`src/rtl/mrc_pkg.sv`:
```
// Package for the Modbus RTU response checker.
// Word types, phase and status codes, register indexes and the CRC-16 byte step.
// Used by every file in rtl/.
package mrc_pkg;

  typedef struct packed {
    logic       op;
    logic [7:0] rx_byte;
  } in_t;

  typedef struct packed {
    logic       kind;
    logic [7:0] data_byte;
    logic [2:0] status;
    logic       last;
  } out_t;

  // up to two result words pushed by one accepted input word
  typedef struct packed {
    logic vld0;
    logic vld1;
    out_t word0;
    out_t word1;
  } push_t;

  typedef enum logic [2:0] {
    PH_ADDR,
    PH_FUNC,
    PH_COUNT,
    PH_DATA,
    PH_CRCLO,
    PH_CRCHI,
    PH_DONE
  } phase_e;

  localparam logic [2:0] ST_OK    = 3'd0;
  localparam logic [2:0] ST_ADDR  = 3'd1;
  localparam logic [2:0] ST_FUNC  = 3'd2;
  localparam logic [2:0] ST_SHORT = 3'd3;
  localparam logic [2:0] ST_CRC   = 3'd4;

  localparam logic OP_BYTE = 1'b0;
  localparam logic OP_IDLE = 1'b1;

  localparam logic KIND_DATA   = 1'b0;
  localparam logic KIND_STATUS = 1'b1;

  localparam int CFG_IDX_W = 2;
  localparam int CFG_DATA_W = 8;
  localparam logic [CFG_IDX_W-1:0] CFG_EXP_ADDR = 2'd0;
  localparam logic [CFG_IDX_W-1:0] CFG_EXP_FUNC = 2'd1;
  localparam logic [CFG_IDX_W-1:0] CFG_SWAP     = 2'd2;

  localparam logic [7:0] RST_EXP_ADDR = 8'd1;
  localparam logic [6:0] RST_EXP_FUNC = 7'd3;
  localparam logic       RST_SWAP     = 1'b1;

  localparam logic [15:0] CRC_PRESET = 16'hFFFF;
  localparam logic [15:0] CRC_POLY   = 16'hA001;

  localparam int FIFO_DEPTH = 4;

  // one byte of CRC-16 (reflected), eight shift/xor steps
  function automatic logic [15:0] crc16_byte(logic [15:0] crc, logic [7:0] b);
    logic [15:0] c;
    c = crc ^ {8'h00, b};
    for (int i = 0; i < 8; i++) begin
      c = c[0] ? ((c >> 1) ^ CRC_POLY) : (c >> 1);
    end
    return c;
  endfunction

endpackage

```
`src/rtl/mrc_out_fifo.sv`:
```
// Result queue of the Modbus RTU response checker: takes up to two words a cycle,
// hands out one word a cycle while out_stall_i is low, on a valid/stall channel.
// Depends on mrc_pkg.
module mrc_out_fifo #(
  parameter int Depth = mrc_pkg::FIFO_DEPTH
) (
  input  logic           clk_i,
  input  logic           rst_ni,
  input  mrc_pkg::push_t push_i,
  output logic           room_o,
  output logic           out_valid_o,
  output mrc_pkg::out_t  out_data_o,
  input  logic           out_stall_i
);

  localparam int PtrW = $clog2(Depth);
  localparam int CntW = $clog2(Depth + 1);
  localparam logic [PtrW-1:0] LastPtr = PtrW'(Depth - 1);

  mrc_pkg::out_t mem_q [Depth];
  logic [PtrW-1:0] wptr_q, wptr_d, rptr_q, rptr_d;
  logic [PtrW-1:0] wptr_nx1, wptr_nx2;
  logic [CntW-1:0] cnt_q, cnt_d;
  logic [1:0]      push_n;
  logic            pop;

  always_comb begin
    wptr_nx1 = (wptr_q == LastPtr) ? '0 : wptr_q + 1'b1;
    wptr_nx2 = (wptr_nx1 == LastPtr) ? '0 : wptr_nx1 + 1'b1;
    push_n   = {1'b0, push_i.vld0} + {1'b0, push_i.vld1};
    pop      = (cnt_q != '0) && !out_stall_i;
    if (push_i.vld1) begin
      wptr_d = wptr_nx2;
    end else if (push_i.vld0) begin
      wptr_d = wptr_nx1;
    end else begin
      wptr_d = wptr_q;
    end
    if (pop) begin
      rptr_d = (rptr_q == LastPtr) ? '0 : rptr_q + 1'b1;
    end else begin
      rptr_d = rptr_q;
    end
    cnt_d = cnt_q + CntW'(push_n) - CntW'(pop);
  end

  always_ff @(posedge clk_i or negedge rst_ni) begin
    if (!rst_ni) begin
      wptr_q <= '0;
      rptr_q <= '0;
      cnt_q  <= '0;
    end else begin
      wptr_q <= wptr_d;
      rptr_q <= rptr_d;
      cnt_q  <= cnt_d;
    end
  end

  always_ff @(posedge clk_i) begin
    if (push_i.vld0) begin
      mem_q[wptr_q] <= push_i.word0;
    end
    if (push_i.vld1) begin
      mem_q[wptr_nx1] <= push_i.word1;
    end
  end

  // two free slots needed, an input word may push two results
  assign room_o      = cnt_q <= CntW'(Depth - 2);
  assign out_valid_o = cnt_q != '0;
  assign out_data_o  = mem_q[rptr_q];

endmodule

```
`config.mk`:
```
export PLATFORM = sky130hd
export DESIGN_NAME = mrc_out_fifo
export DESIGN_NICKNAME = d
export VERILOG_FILES = /design/src/rtl/mrc_pkg.sv /design/src/rtl/mrc_out_fifo.sv
export SDC_FILE = /design/constraint.sdc
export NUM_CORES = 1
export LEC_CHECK = 0
export ABC_AREA = 1
export ABC_CLOCK_PERIOD_IN_PS = 2600
export BUFFER_PORTS_ARGS = -buffer_cell sky130_fd_sc_hd__buf_4
export CAP_MARGIN = 20
export CORE_ASPECT_RATIO = 0.75
export CORE_MARGIN = 3
export CORE_UTILIZATION = 57
export CTS_CLUSTER_SIZE = 20
export DETAILED_ROUTE_END_ITERATION = 8
export PLACE_DENSITY = 0.79
export SLEW_MARGIN = 40
export SYNTH_ARGS = -nofsm -noshare
export SYNTH_HDL_FRONTEND = slang
export SYNTH_SLANG_ARGS = --single-unit
```
`constraint.sdc`:
```
create_clock -name clk_i -period 2.6 [get_ports clk_i]
set_input_delay 0.26 -clock clk_i [delete_from_list [all_inputs] [get_ports clk_i]]
set_output_delay 0.26 -clock clk_i [all_outputs]
set_load 0.05 [all_outputs]
```
* Word-level counts from Yosys, hierarchy flattened *
Memories as Yosys holds them, arrays and structs flattened.
Cells that the tools add are included.

word-level totals
  register bits after elaboration = 7
  bits in latches = 0
  bits in writable memories = 52
  memory bits (read-only) = 0
  bits of input ports = 31
  output and inout port bits = 15
  logic and storage cells = 27
  memories kept = 1

operators by class
  $add $sub $neg = 6
  $mul = 0
  div/mod/pow operators = 0
  order comparisons = 1
  equal/unequal tests = 3
  shift operators = 0
  muxes and demuxes = 9
  bitwise logic cells = 0
  reduce and logical (&&, ||, !) cells = 4

memory list
  name   words  width  rd ports  clocked after memory_dff  write ports  line                source
  mem_q  4      13     1         0                         2            mrc_out_fifo.sv:20  mrc_pkg::out_t mem_q [Depth];

operators by type and width
  operator                                                         number
  two-way mux 2 bit                                                5
  adder 2 x 1 -> 2 bit (second input constant)                     3
  equality test 2 bit (second input constant)                      3
  two-way mux 1 bit                                                4
  adder 3 x 2 -> 3 bit                                             1
  less-or-equal comparator 3 x 2 -> 1 bit (second input constant)  1
  nonzero test 3 bit                                               1
  subtractor 3 x 1 -> 3 bit                                        1
  adder 1 x 1 -> 2 bit                                             1
  nonzero test 2 bit                                               1
  logical AND 1 bit                                                1
  logical NOT 1 bit                                                1

* Depth between registers and ports, before layout *
  depth after elaboration = 5
  gate-level depth with buffers = 9

* Worst setup path after synthesis *
Ideal clock, no wire load.

  path kind = register -> register
  start = register cnt_q[0]
  end = register cnt_q[2]
  library setup time = 0.123 ns
  arrival = 2.222 ns
  required time = 2.477 ns
  path slack = 0.255 ns
  stages on the path, launching flop included = 10
  period minus slack after synthesis = 2.345 ns
  path through = dfrtp_1 -> nor2_1 -> nand2_1 -> nand2_1 -> inv_1 -> ha_1 -> inv_1 -> fa_1 -> fa_1 -> xnor2_1

between the ends
  longest elaborated chain between the ends = 3
  elaborated cells between the ends (all ways) = 4

ends and longest elaborated chain
  item                       line                source
  from (decl)                mrc_out_fifo.sv:23  logic [CntW-1:0] cnt_q, cnt_d;
  from (signal assigned)     mrc_out_fifo.sv:55  cnt_q <= cnt_d;
  nonzero test 3 bit         n/a
  net out_valid_o            mrc_out_fifo.sv:11  output logic out_valid_o,
  logical AND 1 bit          mrc_out_fifo.sv:31  pop = (cnt_q != '0) && !out_stall_i;
  net pop                    mrc_out_fifo.sv:25  logic pop;
  subtractor 3 x 1 -> 3 bit  mrc_out_fifo.sv:44  cnt_d = cnt_q + CntW'(push_n) - CntW'(pop);
  net cnt_d[2]               mrc_out_fifo.sv:23

The timed path passes the listed nets, and every way through them passes these cells.
A chain may end at the register's enable or synchronous reset.

* Final worst setup path *
  start = register cnt_q[0]
  end = register cnt_q[2]

between the ends
  longest elaborated chain between the ends = 3
  elaborated cells between the ends (all ways) = 4

ends and longest elaborated chain
  item                       line
  nonzero test 3 bit         mrc_out_fifo.sv:31
  logical AND 1 bit          mrc_out_fifo.sv:31
  net pop                    mrc_out_fifo.sv:25
  subtractor 3 x 1 -> 3 bit  mrc_out_fifo.sv:44
  net cnt_d[2]               mrc_out_fifo.sv:23

The timed path passes the listed nets, and every way through them passes these cells.

==> reports/summary.txt <==
Run status: finished, final reports clean
Post-layout min period: 2.11 ns
GRT Residual Overflow: 0
Compound-Gate Fraction of Synth Area: 0.159
Post-CTS setup buffer count: 0
Synthesized area: 3290 um^2
Reg clk slew, reported paths: 0.07 ns
Port-buffer cells: 45
Syn-to-layout area delta: 15.9%
Crit path max fanout: 4
Synth Instances: 343
Setup CP Type: reg2reg
Largest family of logic cells by synthesized area: simple AND/OR/NAND/NOR gates
Nature of the critical path startpoint: flop
CTS tree: done
Worst VDD drop: 795 uV
Worst-Skew Late Latency: 0.34 ns
Max Cap Viol: 0
Total wire length: 6280 um
Initial antenna violation count: 0
Drt via density: 5.18
Synth cell types: 18
HP Class: in2reg
Pin count of the biggest net entering global routing: 56
Crit path required time: 2.83 ns
Vias in the first global route: 2241
Critical path startpoint: cnt_q[0]
Worst slew pin tran: 0.689 ns
Starting Density: 0.602
Final Max Tran Viols: 0
Seq/Total Area, Yosys: 0.528
RSZ-0062 raised after global routing: no
WL per Instance: 13.5 um
Worst path slowest cell: dfrtp_1
Achievable Freq: 474 MHz
Xor/xnor share of the synthesized area: 0.00266
CP peak stage delay: 0.41 ns
Clock sink total: 59
PD cells: 1270 nW/um^2
Mux cell area share after synthesis: 0
Mean Syn Cell Area: 9.59 um^2
Core area: 5470 um^2
Die area: 6730 um^2
Final setup viols: 0
Inserted Diodes: 0
Setup tns final: 0 ns
Tot GR Track Use: 0.207
Final GP Congestion: 0.757
Post_cts resized: 0
Post-DP HPWL: 4260 um
Final period utilization: 0.812
Vias: 2409
First-pass GRT wire length: 10400 um
Max Root-Sink Buffers: 2
#FFs+latches synth: 59
Post-layout nets: 426
Final Hold Fails: 0
Root Buffer: clkbuf_8
Initial DRC count: 123
Max H-tree Level: 3
Cts bufs inserted: 9
Hold Crit Start: out_stall_i
Post-route antenna net violation count: 0
Layout cell share with drive strength beyond 1: 0.213
Rows: 23
DRC Markers: 0
Mapped Nets: 384
Top Ports: 46
Chip Height: 71.8 um
Slew margin rel.: 0.540
Critical Path Sink Type: flop
Synth Area in Simple Gates: 0.168
Post-route setup slack: 0.488 ns
Pre-CTS WS: 0.473 ns
Worst path arrival time: 2.34 ns
DRT Pass-1 Iters: 5
Yosys warnings: 0
R2R Path Start: cnt_q[0]
Final Util: 0.698
Clk_skew: 0.00725 ns
Leak pwr: 1.74 nW
Die width: 93.7 um
Post-Synth Adder-Cell Area: 0.0426
Crit path cell chain: nor2_1, nand2_1, nand2_1, inv_1, ha_1, inv_1, fa_1, fa_1, xnor2_1
## placed cells by master (no fill, tap or decap), drive strengths merged, types with 5 or more instances in the layout
cell | synthesis | routed
ha | 8 | 8
buf | 17 | 47
inv | 50 | 50
nor2 | 6 | 6
o21ai | 53 | 53
nand2 | 114 | 114
edfxtp | 52 | 52
o211ai | 26 | 26
dfrtp | 7 | 7
nand3 | 5 | 5
clkbuf | 0 | 11
## power by group
group	total, mW	internal [mW]	leakage, nW	switching (mW)
Clock	0.883	0.536	0.103	0.346
Sequential	1.58	1.47	0.572	0.104
Combinational	2.38	0.697	1.06	1.69
## cells by family (layout without fill, tap and decap cells)
logic type	Yosys count	count (layout)
and+or+nand+nor	127	127
buffers and inverters	67	114
xor gates and xnor gates	1	1
AOI/OAI and AO/OA	79	79
adders and majority gates	10	10
DFF	59	59
## worst max-delay path, delay by kind of cell, from the launching register on
family	cells	cell delay [ns]
DFF	1	0.41
buffers and inverters	2	0.10
and+or+nand+nor	3	0.32
xor gates and xnor gates	1	0.13
adders and majority gates	3	1.04
## path summary, 6_finish.rpt
check | endpoint | slack, ns | depth (start not counted)
setup / recovery | cnt_q[2] | 0.49 | 9
hold / removal | rptr_q[1] | 0.21 | 4
setup reg to reg | cnt_q[2] | 0.49 | 9
hold reg to reg | wptr_q[1] | 0.60 | 2
max in group asynchronous | cnt_q[1] | 2.20 | 2
min in group asynchronous | rptr_q[1] | 0.27 | 2
## repair_timing
item	CTS	global route
hold buffers	1	0
setup endpoints to repair	0	0
hold endpoints to repair	7	0
## synthesized netlist by cell type
cell type / instances / area share
o21ai_2: 17 / 0.045
nor2_1: 6 / 0.0068
ha_1: 8 / 0.030
dfrtp_1: 7 / 0.053
nand2_8: 4 / 0.024
xnor2_1: 1 / 0.0027
or2_2: 1 / 0.0019
edfxtp_1: 52 / 0.47
nand3_1: 5 / 0.0076
buf_6: 9 / 0.031
o21ai_0: 1 / 0.0015
fa_1: 2 / 0.012
nor3_1: 1 / 0.0015
nand2_1: 110 / 0.13
o21ai_1: 35 / 0.053
inv_1: 50 / 0.057
o211ai_1: 26 / 0.059
buf_2: 8 / 0.012
## through the flow
| step | cells | cell area, um^2 | hold slack, ns | total power [mW] |
|---|---|---|---|---|
| after global routing | 465 | 3810 | 0.214 | 5.16 |
| after CTS | 465 | 3810 | 0.198 | 4.88 |
| final | 465 | 3810 | 0.207 | 4.84 |
| after global placement | 448 | 3600 | 0.0797 | 3.92 |
| after detailed placement | 448 | 3600 | 0.0818 | 4.00 |
| after floorplan | 343 | 3290 | -0.0356 | 3.43 |
## metal layers
layer  up-vias  part of all wire  global-route usage
li1       1231                 -                   -
met4         0             0.015              0.0721
met5         -                 0                   0
met3        10             0.061              0.0619
met2        78              0.50               0.347
met1      1090              0.43               0.256
## registers in the layout (all words and copies together) (netlist names)
signal and count:
cnt_q 3, wptr_q 2, rptr_q 2, mem_q 52
## area by class of cell
type,instances,area (um^2)
Sequential cell,59,1740
Clock inverter,5,77.6
Clock buffer,11,131
Tap cell,75,93.8
Inverter,50,188
Multi-Input combinational cell,217,1220
Fill cell,445,1650
Timing Repair Buffer,48,363
(Power assumes the default switching activity.)
